`config.mk`:
```
export PLATFORM = sky130hd
export DESIGN_NAME = amr_payload_toc_deframer_core_flat
export DESIGN_NICKNAME = d
export VERILOG_FILES = /design/src/sv/amr_toc_pkg.sv /design/src/sv/amr_toc_if.sv /design/src/sv/amr_payload_toc_deframer_core.sv /design/src/flat_wrapper.sv
export SDC_FILE = /design/constraint.sdc
export NUM_CORES = 1
export LEC_CHECK = 0
export BUFFER_PORTS_ARGS = -buffer_cell sky130_fd_sc_hd__buf_4
export CORE_UTILIZATION = 40
export DETAILED_ROUTE_END_ITERATION = 16
export PLACE_DENSITY = 0.51
export SETUP_SLACK_MARGIN = 0.5
export SYNTH_ARGS = -nofsm -noshare
export SYNTH_HDL_FRONTEND = slang
export SYNTH_SLANG_ARGS = --single-unit
```
`constraint.sdc`:
```
create_clock -name clk -period 7.55 [get_ports clk]
set_input_delay 0.3775 -clock clk [delete_from_list [all_inputs] [get_ports clk]]
set_output_delay 0.3775 -clock clk [all_outputs]
set_load 0.01 [all_outputs]
```
`src/sv/amr_toc_pkg.sv`:
```
// shared types, sizes and the frame length table of the amr toc deframer
// no dependencies; used by amr_toc_out_if, the core and the testbench
package amr_toc_pkg;

  localparam int MaxToc    = 16;
  localparam int TocIdxW   = (MaxToc > 1) ? $clog2(MaxToc) : 1;
  localparam int TocCntW   = $clog2(MaxToc + 1);
  localparam int FrameLenW = 5;
  localparam int FrameCntW = 5;
  localparam int StatusW   = 3;

  localparam logic [TocCntW-1:0]   MaxTocCnt   = TocCntW'(MaxToc);
  localparam logic [FrameCntW-1:0] FrameCntMax = '1;
  // type indexes from this value up carry no speech frame we can size
  localparam logic [3:0]           NumTypes    = 4'd9;

  typedef enum logic [StatusW-1:0] {
    StOk      = 3'd0,
    StShort   = 3'd1,
    StTocOpen = 3'd2,
    StBadType = 3'd3,
    StTrunc   = 3'd4,
    StTocOvf  = 3'd5
  } status_t;

  typedef struct packed {
    logic [7:0]           out_byte;
    logic                 byte_valid;
    logic                 frame_start;
    logic                 frame_end;
    logic                 packet_done;
    status_t              status;
    logic [FrameCntW-1:0] frames_done;
    logic                 run_end;
  } result_t;

  // frame length in bytes per type index
  function automatic logic [FrameLenW-1:0] frame_len(input logic [3:0] idx);
    logic [FrameLenW-1:0] len;
    unique case (idx)
      4'd0:    len = 5'd12;
      4'd1:    len = 5'd13;
      4'd2:    len = 5'd15;
      4'd3:    len = 5'd17;
      4'd4:    len = 5'd19;
      4'd5:    len = 5'd20;
      4'd6:    len = 5'd26;
      4'd7:    len = 5'd31;
      4'd8:    len = 5'd5;
      default: len = 5'd0;
    endcase
    return len;
  endfunction

endpackage

```
`src/sv/amr_toc_if.sv`:
```
// valid/ready channels of the amr toc deframer: payload words in, result words out
// depends on amr_toc_pkg for field widths
interface amr_toc_in_if;
  logic       valid;
  logic       ready;
  logic [7:0] in_byte;
  logic       last_byte;

  modport source(output valid, output in_byte, output last_byte, input ready);
  modport sink(input valid, input in_byte, input last_byte, output ready);
endinterface

interface amr_toc_out_if;
  logic                                valid;
  logic                                ready;
  logic [7:0]                          out_byte;
  logic                                byte_valid;
  logic                                frame_start;
  logic                                frame_end;
  logic                                packet_done;
  logic [amr_toc_pkg::StatusW-1:0]     status;
  logic [amr_toc_pkg::FrameCntW-1:0]   frames_done;
  logic                                run_end;

  modport source(output valid, output out_byte, output byte_valid, output frame_start,
                 output frame_end, output packet_done, output status, output frames_done,
                 output run_end, input ready);
  modport sink(input valid, input out_byte, input byte_valid, input frame_start,
               input frame_end, input packet_done, input status, input frames_done,
               input run_end, output ready);
endinterface

```
`src/sv/amr_payload_toc_deframer_core.sv`:
```
// output: result words are registered in the output queue and offered on the result port from there
// throughput: one payload word per cycle; the word that opens a frame makes two result
//   words (toc byte and first data byte), so the output port, one word a cycle, sets the pace
//   and the input holds off while fewer than two of the four queue slots are free
// reset: control state, counters and the output queue clear at once; the toc memory
//   keeps its contents and needs no clearing pass
module amr_payload_toc_deframer_core (
  input logic            clk,
  input logic            rst,
  amr_toc_in_if.sink     payload,
  amr_toc_out_if.source  result
);
  import amr_toc_pkg::*;

  typedef enum logic [2:0] {
    PhHeader,
    PhToc,
    PhFirst,
    PhBody,
    PhTrail,
    PhDrain
  } phase_t;

  localparam int QDepth = 4;
  localparam int QPtrW  = $clog2(QDepth);
  localparam int QCntW  = $clog2(QDepth + 1);

  // packet control state
  phase_t               phase, phase_next;
  logic [TocCntW-1:0]   toc_count, toc_count_next;
  logic [TocCntW-1:0]   toc_cursor, toc_cursor_next;
  logic [FrameLenW-1:0] bytes_left, bytes_left_next;
  status_t              error_code, error_code_next;
  logic [FrameCntW-1:0] frame_total, frame_total_next;

  // toc byte of the frame in progress, and entry 0 kept aside for the list end
  logic [7:0] cur_toc, cur_toc_next;
  logic [7:0] toc_head, toc_head_next;

  // toc memory: one write port (list capture), one registered read port
  logic [7:0]         toc_mem [MaxToc];
  logic [7:0]         rd_q;
  logic [TocIdxW-1:0] rd_addr;
  logic [TocIdxW-1:0] wr_addr;
  logic               mem_we;
  logic [TocCntW-1:0] cursor_inc;

  // output queue
  result_t           queue [QDepth];
  logic [QPtrW-1:0]  wr_ptr;
  logic [QPtrW-1:0]  rd_ptr;
  logic [QCntW-1:0]  fill;
  logic              pop;

  logic              accept;
  result_t           res [2];
  logic [1:0]        n_res;

  // frame start helper signals
  logic              begin_en;
  logic [7:0]        begin_entry;
  logic [3:0]        begin_idx;
  logic [TocCntW-1:0] cnt_inc;
  logic [FrameLenW-1:0] bl_dec;
  logic [FrameCntW-1:0] ft_inc;
  status_t           close_status;

  assign accept        = payload.valid & payload.ready;
  assign payload.ready = (fill <= QCntW'(QDepth - 2));

  // the read port always looks one entry past the cursor; a frame lasts at least
  // five words, so the next toc entry has settled in rd_q well before it is needed
  assign cursor_inc = toc_cursor + 1'b1;
  assign rd_addr    = cursor_inc[TocIdxW-1:0];
  assign wr_addr    = toc_count[TocIdxW-1:0];
  assign mem_we     = accept && (phase == PhToc) && (toc_count < MaxTocCnt);

  always_ff @(posedge clk) begin
    rd_q <= toc_mem[rd_addr];
    if (mem_we) begin
      toc_mem[wr_addr] <= payload.in_byte;
    end
  end

  always_comb begin
    phase_next       = phase;
    toc_count_next   = toc_count;
    toc_cursor_next  = toc_cursor;
    bytes_left_next  = bytes_left;
    error_code_next  = error_code;
    frame_total_next = frame_total;
    cur_toc_next     = cur_toc;
    toc_head_next    = toc_head;
    n_res            = 2'd0;
    res[0]           = '0;
    res[1]           = '0;
    begin_en         = 1'b0;
    begin_entry      = rd_q;
    begin_idx        = 4'd0;
    cnt_inc          = toc_count + 1'b1;
    bl_dec           = (bytes_left != '0) ? bytes_left - 1'b1 : bytes_left;
    ft_inc           = (frame_total != FrameCntMax) ? frame_total + 1'b1 : frame_total;
    close_status     = StOk;

    if (accept) begin
      unique case (phase)
        PhHeader: begin
          // cmr byte is dropped
          if (!payload.last_byte) begin
            phase_next = PhToc;
          end
        end
        PhToc: begin
          if (toc_count < MaxTocCnt) begin
            toc_count_next = cnt_inc;
          end
          if (toc_count == '0) begin
            toc_head_next = payload.in_byte;
          end
          if (payload.in_byte[7]) begin
            // follow bit set on the entry that fills the store
            if (cnt_inc >= MaxTocCnt) begin
              error_code_next = StTocOvf;
              phase_next      = PhDrain;
            end
          end else begin
            toc_cursor_next = '0;
            begin_en        = 1'b1;
            begin_entry     = (toc_count == '0) ? payload.in_byte : toc_head;
          end
        end
        PhFirst, PhBody: begin
          // a frame cut short by the packet end emits nothing more
          if (!(payload.last_byte && (bytes_left > FrameLenW'(1)))) begin
            if (phase == PhFirst) begin
              res[n_res[0]].out_byte    = cur_toc;
              res[n_res[0]].byte_valid  = 1'b1;
              res[n_res[0]].frame_start = 1'b1;
              res[n_res[0]].frames_done = frame_total;
              n_res                     = n_res + 1'b1;
              phase_next                = PhBody;
            end
            bytes_left_next = bl_dec;
            res[n_res[0]].out_byte   = payload.in_byte;
            res[n_res[0]].byte_valid = 1'b1;
            if (bl_dec == '0) begin
              frame_total_next          = ft_inc;
              res[n_res[0]].frame_end   = 1'b1;
              res[n_res[0]].frames_done = ft_inc;
              toc_cursor_next           = cursor_inc;
              if (cursor_inc >= toc_count) begin
                phase_next = PhTrail;
              end else begin
                begin_en    = 1'b1;
                begin_entry = rd_q;
              end
            end else begin
              res[n_res[0]].frames_done = frame_total;
            end
            n_res = n_res + 1'b1;
          end
        end
        default: begin
          // trailing bytes and drain after an error are ignored
        end
      endcase

      // size the next frame from its type index, or drain on a type index that cannot be sized
      if (begin_en) begin
        begin_idx = begin_entry[6:3];
        if (begin_idx >= NumTypes) begin
          error_code_next = StBadType;
          phase_next      = PhDrain;
        end else begin
          bytes_left_next = frame_len(begin_idx);
          cur_toc_next    = begin_entry;
          phase_next      = PhFirst;
        end
      end

      // closing word with status, then back to the header state
      if (payload.last_byte) begin
        unique case (phase_next)
          PhHeader: close_status = StShort;
          PhToc:    close_status = StTocOpen;
          PhDrain:  close_status = error_code_next;
          PhTrail:  close_status = StOk;
          default:  close_status = StTrunc;
        endcase
        res[n_res[0]].packet_done = 1'b1;
        res[n_res[0]].status      = close_status;
        res[n_res[0]].frames_done = frame_total_next;
        n_res                     = n_res + 1'b1;
        phase_next       = PhHeader;
        toc_count_next   = '0;
        toc_cursor_next  = '0;
        bytes_left_next  = '0;
        error_code_next  = StOk;
        frame_total_next = '0;
      end

      if (n_res != 2'd0) begin
        res[n_res[0] ^ 1'b1].run_end = 1'b1;
      end
    end
  end

  always_ff @(posedge clk) begin
    if (rst) begin
      phase       <= PhHeader;
      toc_count   <= '0;
      toc_cursor  <= '0;
      bytes_left  <= '0;
      error_code  <= StOk;
      frame_total <= '0;
    end else begin
      phase       <= phase_next;
      toc_count   <= toc_count_next;
      toc_cursor  <= toc_cursor_next;
      bytes_left  <= bytes_left_next;
      error_code  <= error_code_next;
      frame_total <= frame_total_next;
    end
    cur_toc  <= cur_toc_next;
    toc_head <= toc_head_next;
  end

  // output queue: up to two words pushed, one popped per cycle
  assign pop = result.valid & result.ready;

  always_ff @(posedge clk) begin
    if (rst) begin
      wr_ptr <= '0;
      rd_ptr <= '0;
      fill   <= '0;
    end else begin
      wr_ptr <= wr_ptr + QPtrW'(n_res);
      rd_ptr <= rd_ptr + QPtrW'(pop);
      fill   <= fill + QCntW'(n_res) - QCntW'(pop);
    end
    if (n_res != 2'd0) begin
      queue[wr_ptr] <= res[0];
    end
    if (n_res == 2'd2) begin
      queue[wr_ptr + 1'b1] <= res[1];
    end
  end

  assign result.valid       = (fill != '0);
  assign result.out_byte    = queue[rd_ptr].out_byte;
  assign result.byte_valid  = queue[rd_ptr].byte_valid;
  assign result.frame_start = queue[rd_ptr].frame_start;
  assign result.frame_end   = queue[rd_ptr].frame_end;
  assign result.packet_done = queue[rd_ptr].packet_done;
  assign result.status      = queue[rd_ptr].status;
  assign result.frames_done = queue[rd_ptr].frames_done;
  assign result.run_end     = queue[rd_ptr].run_end;

endmodule

```
`src/flat_wrapper.sv`:
```
// flat-port wrapper written by rule: the top's interface ports become plain ports
module amr_payload_toc_deframer_core_flat import amr_toc_pkg::*;
  (clk, rst, payload_valid, payload_in_byte, payload_last_byte, payload_ready, result_valid, result_out_byte, result_byte_valid, result_frame_start, result_frame_end, result_packet_done, result_status, result_frames_done, result_run_end, result_ready);
  amr_toc_in_if payload_i ();
  amr_toc_out_if result_i ();
  input logic clk;
  input logic rst;
  input wire logic [$bits(payload_i.valid)-1:0] payload_valid;
  input wire logic [$bits(payload_i.in_byte)-1:0] payload_in_byte;
  input wire logic [$bits(payload_i.last_byte)-1:0] payload_last_byte;
  output wire logic [$bits(payload_i.ready)-1:0] payload_ready;
  output wire logic [$bits(result_i.valid)-1:0] result_valid;
  output wire logic [$bits(result_i.out_byte)-1:0] result_out_byte;
  output wire logic [$bits(result_i.byte_valid)-1:0] result_byte_valid;
  output wire logic [$bits(result_i.frame_start)-1:0] result_frame_start;
  output wire logic [$bits(result_i.frame_end)-1:0] result_frame_end;
  output wire logic [$bits(result_i.packet_done)-1:0] result_packet_done;
  output wire logic [$bits(result_i.status)-1:0] result_status;
  output wire logic [$bits(result_i.frames_done)-1:0] result_frames_done;
  output wire logic [$bits(result_i.run_end)-1:0] result_run_end;
  input wire logic [$bits(result_i.ready)-1:0] result_ready;
  assign payload_i.valid = payload_valid;
  assign payload_i.in_byte = payload_in_byte;
  assign payload_i.last_byte = payload_last_byte;
  assign payload_ready = payload_i.ready;
  assign result_valid = result_i.valid;
  assign result_out_byte = result_i.out_byte;
  assign result_byte_valid = result_i.byte_valid;
  assign result_frame_start = result_i.frame_start;
  assign result_frame_end = result_i.frame_end;
  assign result_packet_done = result_i.packet_done;
  assign result_status = result_i.status;
  assign result_frames_done = result_i.frames_done;
  assign result_run_end = result_i.run_end;
  assign result_i.ready = result_ready;
  amr_payload_toc_deframer_core u_core (.clk(clk), .rst(rst), .payload(payload_i), .result(result_i));
endmodule
```
* Word-level counts from Yosys, hierarchy flattened *
Memory sizes are Yosys's and may differ from the RTL's. A register that Yosys moved wholly into a read port is not among the register bits.
Index checks and enable logic that the tools add are counted.

storage, ports and cells
  bits in read-only memories = 80
  memories = 3
  register bits after elaboration = 49
  word-level logic and storage cells = 186
  RAM bits = 212

memories
  memory            depth  bits a word  read ports  clocked after Yosys merged registers in  write ports  line                                 source
  u_core.toc_mem    16     8            1           1                                        1            amr_payload_toc_deframer_core.sv:41  logic [7:0] toc_mem [MaxToc];
  u_core.queue      4      21           1           1                                        2            amr_payload_toc_deframer_core.sv:49  result_t queue [QDepth];
  (name not given)  16     5            1           0                                        0            amr_toc_pkg.sv:40                    unique case (idx)

cells by class
  mux-type cells = 109
  bitwise operators = 7
  magnitude comparators = 12
  equality and inequality tests = 11
  reductions and logical operators = 22
  $add $sub $neg = 11

operators with widths
  cell                                            number
  bitwise mux 42 bit                              9
  2-to-1 mux 42 bit                               8
  demux 21 bit (select 1 bit)                     8
  2-to-1 mux 5 bit                                23
  2-to-1 mux 3 bit                                19
  2-to-1 mux 10 bit                               5
  2-to-1 mux 8 bit                                4
  2-to-1 mux 21 bit                               1
  2-to-1 mux 2 bit                                10
  adder 5 x 1 -> 5 bit (second input constant)    3
  2-to-1 mux 1 bit                                13
  2-to-1 mux 13 bit                               1
  2-to-1 mux 6 bit                                2
  one-hot mux 3 bit (4 select lines)              1
  2-to-1 mux 11 bit                               1
  zero test 5 bit                                 2
  one-hot mux 5 bit (2 select lines)              1
  2-to-1 mux 9 bit                                1
  one-hot mux 3 bit (3 select lines)              1
  AND reduction 3 bit                             3
  nonzero test 2 bit                              4
  adder 2 x 1 -> 2 bit (second input constant)    3
  == test 3 x 1 -> 1 bit (second input constant)  2
  == test 3 x 2 -> 1 bit (second input constant)  2
  other kinds (28)                                45

* Logic depth before layout (Yosys ltp) *
Gate-level depths: netlist (run 1).

  depth in word-level cells = 26
  mapped depth = 15

* Least setup slack after synthesis (run 1) *
OpenSTA, ideal clock, no wires.

  path kind = register -> register
  from = register u_core.bytes_left[1]
  to = memory u_core.queue[1][0] in the netlist's numbering (enable)
  path buffers = 1
  arrival time = 3172 ps
  path slack = 3979 ps
  setup time = 399 ps
  stages on the path, launching flop included = 12
  cell sequence = dfxtp_1 > inv_1 > ha_1 > o21bai_1 > a21oi_1 > nor2_1 > nand2_1 > ha_1 > clkbuf_1 > nor2_1 > o22ai_1 > nor2_1

RTL lines
  element                 line                                  source
  start, declared         amr_payload_toc_deframer_core.sv:32   logic [FrameLenW-1:0] bytes_left, bytes_left_next;
  start signal, assigned  amr_payload_toc_deframer_core.sv:220  bytes_left <= bytes_left_next;
  end, declared           amr_payload_toc_deframer_core.sv:49

==> impl_metrics.yaml, run 1 <==
clock_network:
  clk_latency_ns: 0.56
  post_cts_buffers: 0
  clkTransAtPathRegs_ns: 0.06
  tritoncts: "built"
  postCtsResizedCells: 0
  ctsHoldBuffers: 0
  cts-root-buf: "clkbuf_16"
  ctsHtreeMaxLevel: 1
  clock_tree.buffer_depth: 3
  cts_buffers: 29
  cts_num_sinks: 269
timing:
  slew_violations: 0
  rsz0062_at_grt: "false"
  tns_ns: 0
  finalSetupViolCount: 0
  hold_violations: 0
  fin_crit_ns: 4.17
  skew_ns: 0.0120
  worst_slew_pin_slew_ns: 1.20
  slew_headroom: 0.200
  period_share: 0.552
  fmax_mhz: 240
setup_path:
  reg2reg_setup_slack_ns: 3.38
  crit_required_ns: 7.94
  critPathKind: "flip-flop to flip-flop"
  cp-start-kind: "flip-flop"
  r2r_start: "u_core.bytes_left[1]$_SDFFE_PP0P_"
  critPathMaxStageDelay_ns: 0.56
  arrival_ns: 4.56
  crit_family: "simple AND/OR/NAND/NOR gates"
  crit_chain: "inv_1 > ha_1 > o21bai_1 > a21oi_1 > nor2_1 > nand2_1 > ha_1 > nand2_1 > nor3_2 > nor2_1 > a21oi_2 > a22oi_1 > nor2_1"
  cp_slowest_cell: "ha_1"
  cp_common_cell: "nor2_1"
  path_max_fanout: 13
  r2r_cells: 13
  crit_buf_inv: 1
  setup.worst_path.end_class: "flip-flop"
  r2r-end: "u_core.queue[1][15]$_DFFE_PP_"
routing:
  remaining_drc_errors: 0
  first_iter_violations: 624
  viasPerCell: 5.57
  num_vias: 7554
  wl_per_cell_um: 21.5
  drtPass1Iterations: 5
  routed_wirelength_um: 29100
  ant_nets: 0
final_layout:
  drive_gt1_frac: 0.198
  finalInstanceArea_um2: 14200
  diodes: 0
  stdcell_count: 1357
  fin_util: 0.463
  syn_to_final_growth_pct: 13.3
  fin_nets: 979
hold_path:
  min_from: "rst"
  whs_path_depth: 2
  whs_endpoint: "u_core.fill[1]$_SDFF_PP0_"
  hold_path.class: "input port to flip-flop"
logic_synthesis:
  synth-main-ff-cell: "edfxtp_1"
  synth_edf_count: 228
  yosysUniqueCellTypes: 72
  synth_warnings: 0
  synthesis.nets: 941
  async_flop_share: 0
  synth_seq_cells: 269
  avgSynthCellArea_um2: 13.9
  synth-seq-area-share: 0.612
  syn_area_um2: 12500
  netlist_instances: 900
floorplanning:
  initial_core_util: 0.408
  pin_count: 36
  die_h_um: 179
  die_area_um2: 32000
  die_w_um: 179
  rows: 64
  coreArea_um2: 30700
outcome:
  outcome: "completed"
placement:
  dpl-instance-area_um2: 13200
  place.gp.congestion: 0.859
  place_inst: 1303
  io_buffers: 35
  dp_hpwl_um: 19700
pwr:
  peakVddDrop_mv: 0.177
  powerDensity_nw_per_um2: 249
  p_leak_nw: 4.82
grt:
  antenna_found_initial: 0
  grt.total_usage: 0.189
  grt_pass1_wl_um: 45600
  grt_max_degree: 37
  grt-ovfl-total: 0
  grt_pass1_vias: 7679
run:
  maxCapViolations: 0
[synth_stat cells (all sizes together) (3+ instances only)]
cell,instances,area [µm²]
a211oi,10,92.6
a21boi,3,22.5
a21oi,72,379
a22oi,33,248
a31oi,8,62.6
a32oi,7,68.8
and2,4,25.0
and3,6,37.5
buf,19,88.8
clkbuf,23,86.3
dfxtp,41,821
edfxtp,228,6850
ha,27,338
inv,23,86.3
mux2,9,105
mux2i,15,150
mux4,61,1370
nand2,53,199
nand2b,5,31.3
nand3,12,60.1
nand3b,6,45.0
nand4,5,31.3
nor2,114,438
nor2b,7,43.8
nor3,17,111
nor3b,7,52.6
nor4b,3,62.6
o211ai,3,22.5
o21a,3,22.5
o21ai,21,105
o31ai,3,27.5
or2,4,25.0
or3,6,42.5
xnor2,15,131
[worst register-to-register path, delay by kind of cell, from the launching register on]
kind / cells / cell delay [ns]
AOI/OAI and AO/OA: 4 / 1.01
adders and majority gates: 2 / 0.75
buffers and inverters: 1 / 0.17
DFF: 1 / 0.35
and+or+nand+nor: 6 / 1.73
[power by group]
part           leakage, nW  switching, mW  internal [mW]
clock network        0.461          0.594          0.843
registers             2.46         0.0275           1.65
logic                 1.90          0.224          0.197
[metrics by stage]
stage	worst slack [ns]	total power, mW	hold slack (ns)
after floorplan	3.98	1.97	0.441
after global routing	2.95	3.68	0.198
after CTS	3.37	3.57	0.178
after global placement	3.48	2.14	0.456
after detailed placement	3.41	2.14	0.458
final	3.38	3.54	0.202
[cells in the final DEF, fill, tap and decap left out, types with 10 or more instances in the layout]
cell type  synthesis  routed
a21oi_1           67      67
a22oi_1           33      33
buf_4              2      49
clkbuf_16          0      29
clkinv_1           2      10
dfxtp_1           41      40
edfxtp_1         228     228
ha_1              27      27
inv_1             23      23
mux2i_1           15      15
mux4_2            61      61
nand2_1           53      53
nand3_1           12      12
nor2_1           112     110
nor3_1            13      13
o21ai_0           21      21
xnor2_1           15      15
[layer usage]
metal,GRT usage,share of wire
met1,0.259,0.46
met2,0.321,0.49
met3,0.0212,0.031
met4,0.0456,0.020
met5,0,0
[state kept, by name, summed over array words and instances, names as in the netlist, 3 cells and up]
signal              cells
u_core.rd_q             8
u_core.toc_head         8
u_core.cur_toc          8
u_core.phase            3
u_core.frame_total      5
u_core.toc_mem        128
u_core.queue           84
u_core.toc_count        5
u_core.fill             3
u_core.toc_cursor       5
u_core.bytes_left       5
u_core.error_code       3
[cell families (layout without fill, tap and decap cells)]
logic type / Yosys count / in the layout / synth area share
DFF: 269 / 269 / 0.612
and+or+nand+nor: 254 / 254 / 0.0992
AOI/OAI and AO/OA: 181 / 181 / 0.0969
muxes: 85 / 85 / 0.130
buffers and inverters: 67 / 128 / 0.0215
adders and majority gates: 28 / 28 / 0.0286
xor gates and xnor gates: 16 / 16 / 0.0112
[cell type report]
| cell class | count | area (µm²) |
|---|---|---|
| clock inverter | 21 | 221 |
| tap | 396 | 495 |
| timing repair buffer | 49 | 368 |
| clock buffer | 33 | 741 |
| inverter | 25 | 93.8 |
| fill | 2763 | 16500 |
| sequential | 269 | 7670 |
| multi-input combinational | 564 | 4600 |
[worst max path at each step]
stage | from | endpoint | slack, ns | depth (start not counted)
finish | u_core.bytes_left[1]$_SDFFE_PP0P_ | u_core.queue[1][15]$_DFFE_PP_ | 3.38 | 13
global placement | u_core.toc_cursor[1]$_SDFFE_PP0P_ | u_core.cur_toc[0]$_DFFE_PP_ | 3.48 | 10
detailed placement | u_core.bytes_left[1]$_SDFFE_PP0P_ | u_core.queue[1][15]$_DFFE_PP_ | 3.41 | 13
global route | u_core.bytes_left[1]$_SDFFE_PP0P_ | u_core.queue[1][17]$_DFFE_PP_ | 2.95 | 13
floorplan | u_core.bytes_left[1]$_SDFFE_PP0P_ | u_core.queue[1][0]$_DFFE_PP_ | 3.98 | 11
CTS | u_core.bytes_left[1]$_SDFFE_PP0P_ | u_core.queue[1][15]$_DFFE_PP_ | 3.37 | 13
Note: power is estimated with default switching activity, not from simulation.
==> run 2, diff against run 1 <==
Settings changed: PLACE_DENSITY 0.51 to 0.53.
Clock period 7.55 ns to 3.5 ns, I/O delays scaled along.
==> impl_metrics.yaml, run 2 (synthesis results as in run 1) <==
grt:
  grt_pass1_vias: 7884
  antenna_found_initial: 0
  grt-ovfl-total: 0
  grt_pass1_wl_um: 46600
  grt.total_usage: 0.196
  grt_max_degree: 37
hold_path:
  whs_endpoint: "u_core.toc_mem[14][5]$_DFFE_PP_"
  min_from: "payload_in_byte[5]"
  hold_path.class: "input port to flip-flop"
  whs_path_depth: 1
routing:
  num_vias: 7886
  ant_nets: 0
  viasPerCell: 5.52
  first_iter_violations: 665
  wl_per_cell_um: 21.5
  remaining_drc_errors: 0
  routed_wirelength_um: 30700
  drtPass1Iterations: 5
final_layout:
  drive_gt1_frac: 0.290
  syn_to_final_growth_pct: 19.6
  layout_common_cells: "edfxtp_1, buf_4, nor2_1, a21oi_1, mux4_2"
  stdcell_count: 1429
  top_regs: "u_core.toc_mem (128), u_core.queue (84)"
  regMostFlops: "u_core.toc_mem"
  final_common_cell: "edfxtp_1"
  fin_nets: 1051
  fin_util: 0.488
  largest_reg_flops: 128
  diodes: 0
clock_network:
  cts-root-buf: "clkbuf_16"
  cts_buffers: 29
  clock_tree.buffer_depth: 3
  clk_latency_ns: 0.56
  tritoncts: "built"
  clkTransAtPathRegs_ns: 0.06
  cts_num_sinks: 269
  ctsHtreeMaxLevel: 1
setup_path:
  arrival_ns: 3.17
  cp-start-kind: "flip-flop"
  critPathKind: "flip-flop to flip-flop"
  crit_required_ns: 3.78
  r2r-end: "u_core.queue[0][2]$_DFFE_PP_"
  setup.worst_path.end_class: "flip-flop"
  r2r_cells: 9
  reg2reg_setup_slack_ns: 0.61
  path_max_fanout: 8
  r2r_start: "u_core.bytes_left[0]$_SDFFE_PP0P_"
placement:
  dp_hpwl_um: 21000
  io_buffers: 35
  place.gp.congestion: 0.864
  place_inst: 1355
timing:
  fmax_mhz: 346
  finalHoldWorstSlack_ns: 0.0330
  skew_ns: 0.0112
  hold_violations: 0
  finalSetupViolCount: 0
  slew_headroom: 0.562
  slew_violations: 0
  worst_slew_pin_slew_ns: 0.652
  tns_ns: 0
  period_share: 0.826
  fin_crit_ns: 2.89
  rsz0062_at_grt: "true"
pwr:
  p_leak_nw: 5.23
  p_total_mw: 7.56
  peakVddDrop_mv: 0.371
  powerDensity_nw_per_um2: 505
floorplanning:
  initial_core_util: 0.408
  die_area_um2: 32000
  die_w_um: 179
  coreArea_um2: 30700
  pin_count: 36
  die_h_um: 179
  rows: 64
run:
  maxCapViolations: 0
outcome:
  outcome: "completed"
run 2: worst max path at each step:
stage                                           start                       endpoint  slack, ns  cells after the start
finish              u_core.bytes_left[0]$_SDFFE_PP0P_   u_core.queue[0][2]$_DFFE_PP_       0.61                      9
global route         u_core.toc_count[1]$_SDFFE_PP0P_    u_core.cur_toc[4]$_DFFE_PP_       0.50                     13
CTS                 u_core.toc_cursor[0]$_SDFFE_PP0P_   u_core.queue[2][6]$_DFFE_PP_       0.46                     10
detailed placement  u_core.bytes_left[1]$_SDFFE_PP0P_  u_core.queue[1][13]$_DFFE_PP_       0.17                     13
global placement    u_core.bytes_left[1]$_SDFFE_PP0P_  u_core.queue[1][13]$_DFFE_PP_       0.27                     13
floorplan                u_core.phase[2]$_SDFFE_PP0P_   u_core.queue[0][8]$_DFFE_PP_       0.50                     13
run 2: worst max-delay path, stage by stage (launching register included):
cell      delay, ns
dfxtp_2        0.42
inv_1          0.12
ha_1           0.25
nor2b_1        0.16
o31a_1         0.25
or3_4          0.42
a211oi_4       0.35
a21oi_1        0.18
a32oi_2        0.32
a21oi_1        0.15
run 2: routing by layer:
| metal | vias up | global-route usage | share of wire |
|---|---|---|---|
| li1 | 3722 | - | - |
| met1 | 3947 | 0.262 | 0.45 |
| met3 | 42 | 0.0257 | 0.035 |
| met5 | - | 0 | 0 |
| met2 | 175 | 0.335 | 0.49 |
| met4 | 0 | 0.0494 | 0.018 |
run 2: repair_timing:
| item | in CTS | in global routing |
|---|---|---|
| hold endpoints to repair | 88 | 0 |
| endpoints found under the setup margin | 135 | 97 |
| resized for setup | 14 | 35 |
| pin swaps | 6 | 11 |
| hold buffers | 7 | 0 |
| setup buffers | 8 | 5 |
| cloned | 0 | 0 |
run 2: through the flow:
stage	setup WS [ns]	instance area, µm²
6_report	0.609	15000
5_1_grt	0.497	15000
4_1_cts	0.460	14800
3_5_place_dp	0.172	13700
3_3_place_gp	0.266	13700
2_1_floorplan	0.501	12600
run 2: cell type report:
type                       instances  area, µm²
clock buffer                      39        803
clock inverter                    15        119
fill                            2662      15700
inverter                          25       96.3
multi-input combinational        564       4840
sequential                       269       7680
tap                              396        495
timing repair buffer             121        942
run 2: power by group:
part           internal [mW]  switching, mW  leakage (nW)
clock network           1.69           1.26         0.460
registers               3.56         0.0333          2.46
logic                  0.474          0.552          2.31
==> run 3, diff against run 2 <==
Settings changed: PLACE_DENSITY 0.53 to 0.51.
Clock period 3.5 ns to 2.7 ns, I/O delays scaled along.
==> impl_metrics.yaml, run 3 (synthesis results as in run 1) <==
outcome:
  outcome: "finished, violations left"
  violations: "setup timing"
final_layout:
  regMostFlops: "u_core.toc_mem"
  syn_to_final_growth_pct: 44.4
  diodes: 0
  layout_common_cells: "edfxtp_1, buf_4, nor2_1, buf_6, mux4_2"
  fin_nets: 1210
  stdcell_count: 1583
  largest_reg_flops: 128
  top_regs: "u_core.toc_mem (128), u_core.queue (84)"
  drive_gt1_frac: 0.512
  final_common_cell: "edfxtp_1"
setup_path:
  cp-start-kind: "flip-flop"
  setup.worst_path.end_class: "flip-flop"
  cp-endpoint: "u_core.cur_toc[2]$_DFFE_PP_"
  r2r_start: "u_core.toc_count[0]$_SDFFE_PP0P_"
  path_max_fanout: 8
  arrival_ns: 3.00
  reg2reg_setup_slack_ns: -0.04
  r2r_cells: 13
  critPathKind: "flip-flop to flip-flop"
  crit_required_ns: 2.95
  r2r-end: "u_core.cur_toc[2]$_DFFE_PP_"
  cp-startpoint: "u_core.toc_count[0]$_SDFFE_PP0P_"
timing:
  slew_violations: 0
  fin_ws_ns: -0.0424
  fin_crit_ns: 2.74
  finalSetupViolCount: 13
  rsz0062_at_grt: "true"
  period_share: 1.02
  worst_slew_pin_slew_ns: 0.795
  skew_ns: 0.00846
  slew_headroom: 0.468
  hold_violations: 0
  fmax_mhz: 365
routing:
  drtPass1Iterations: 7
  highest_layer: "met4"
  wirelength_met1_um: 15200
  ant_nets: 0
  route.met3.wl_um: 1440
  viasPerCell: 5.60
  routed_wirelength_um: 36500
  route.met2.wl_um: 19000
  remaining_drc_errors: 0
  wl_per_cell_um: 23.1
  num_vias: 8865
  first_iter_violations: 646
placement:
  dp_hpwl_um: 22900
  io_buffers: 35
  place_inst: 1391
  place_ws_ns: -0.206
  place.gp.congestion: 0.850
grt:
  grt.total_usage: 0.226
  antenna_found_initial: 0
  grt_pass1_wl_um: 53500
  grt_max_degree: 37
  grt-ovfl-total: 0
  grt_pass1_vias: 9043
clock_network:
  cts_num_sinks: 269
  clkTransAtPathRegs_ns: 0.06
  cts-root-buf: "clkbuf_16"
  tritoncts: "built"
  cts_buffers: 29
  clk_latency_ns: 0.57
  ctsHtreeMaxLevel: 1
  clock_tree.buffer_depth: 3
run:
  maxCapViolations: 0
pwr:
  p_leak_nw: 6.38
  powerDensity_nw_per_um2: 581
  peakVddDrop_mv: 0.464
floorplanning:
  die_w_um: 179
  die_area_um2: 32000
  initial_core_util: 0.408
  rows: 64
  pin_count: 36
  die_h_um: 179
  coreArea_um2: 30700
hold_path:
  hold_path.class: "input port to flip-flop"
run 3: cell count changes in the layout (fill, tap and decap cells not counted), moves of 8 or more:
| cell | delta |
|---|---|
| nor2_1 | -14 |
| buf_6 | +80 |
| a21oi_4 | +10 |
| o21ai_0 | -10 |
| a21oi_2 | +31 |
| a22oi_1 | -32 |
| a21oi_1 | -39 |
| ha_4 | +8 |
| nand2_1 | -10 |
| buf_4 | +39 |
| nor2_4 | +10 |
| ha_1 | -9 |
| buf_12 | +19 |
| a22oi_2 | +32 |
run 3: what timing repair did:
action / CTS / global route
cloned: 12 / 5
resized for setup: 188 / 113
pin swaps: 104 / 76
setup endpoints to repair: 310 / 300
hold buffers: 7 / 0
hold endpoints to repair: 116 / 0
setup buffers: 83 / 36
run 3: where the power goes:
group	switching, mW	leakage, nW	internal, mW
registers	0.0681	2.46	4.61
logic	0.904	3.45	0.886
clock network	1.60	0.462	2.43
run 3: worst min path at each step:
| stage | start | endpoint | cells after the start |
|---|---|---|---|
| floorplan | payload_in_byte[0] | u_core.toc_head[0]$_DFFE_PP_ | 0 |
| global placement | u_core.toc_cursor[4]$_SDFFE_PP0P_ | u_core.toc_cursor[4]$_SDFFE_PP0P_ | 2 |
| detailed placement | u_core.toc_cursor[4]$_SDFFE_PP0P_ | u_core.toc_cursor[4]$_SDFFE_PP0P_ | 2 |
| CTS | payload_last_byte | u_core.toc_cursor[2]$_SDFFE_PP0P_ | 4 |
| global route | payload_in_byte[4] | u_core.queue[3][17]$_DFFE_PP_ | 3 |
| finish | payload_last_byte | u_core.toc_cursor[2]$_SDFFE_PP0P_ | 4 |
run 3: per-stage QoR:
stage / hold slack, ns / util / instance area, µm² / total power, mW / setup TNS [ns]
2_1_floorplan: 0.234 / - / 13200 / 5.60 / -0.0376
3_3_place_gp: 0.461 / 0.472 / 14500 / 6.17 / -1.35
3_5_place_dp: 0.470 / 0.472 / 14500 / 6.19 / -3.89
4_1_cts: 0.0383 / 0.562 / 17200 / 10.5 / -0.113
5_1_grt: 0.0586 / 0.590 / 18100 / 10.9 / -5.19
6_report: 0.0550 / 0.590 / 18100 / 10.5 / -0.347
run 3: cell type report:
cell class | count | area, µm²
Multi-Input combinational cell | 575 | 6100
Timing Repair Buffer | 269 | 2730
Tap cell | 396 | 495
Sequential cell | 269 | 7700
Clock buffer | 36 | 752
Clock inverter | 13 | 199
Fill cell | 2311 | 12600
Inverter | 25 | 111
run 3: critical path, cell delays in order, from the launching register on:
cell      delay (ns)
dfxtp_4         0.35
inv_4           0.06
ha_4            0.12
nor4b_4         0.27
mux2i_1         0.29
a21o_1          0.18
buf_6           0.12
ha_4            0.14
nand2b_4        0.07
o21ba_2         0.23
nor2_4          0.17
a21oi_4         0.09
buf_12          0.14
nor2_4          0.19
run 3: metal layers:
| layer | up-vias | track usage |
|---|---|---|
| li1 | 4066 | - |
| met1 | 4527 | 0.284 |
| met2 | 216 | 0.403 |
| met3 | 56 | 0.0303 |
| met4 | 0 | 0.0689 |
| met5 | - | 0 |
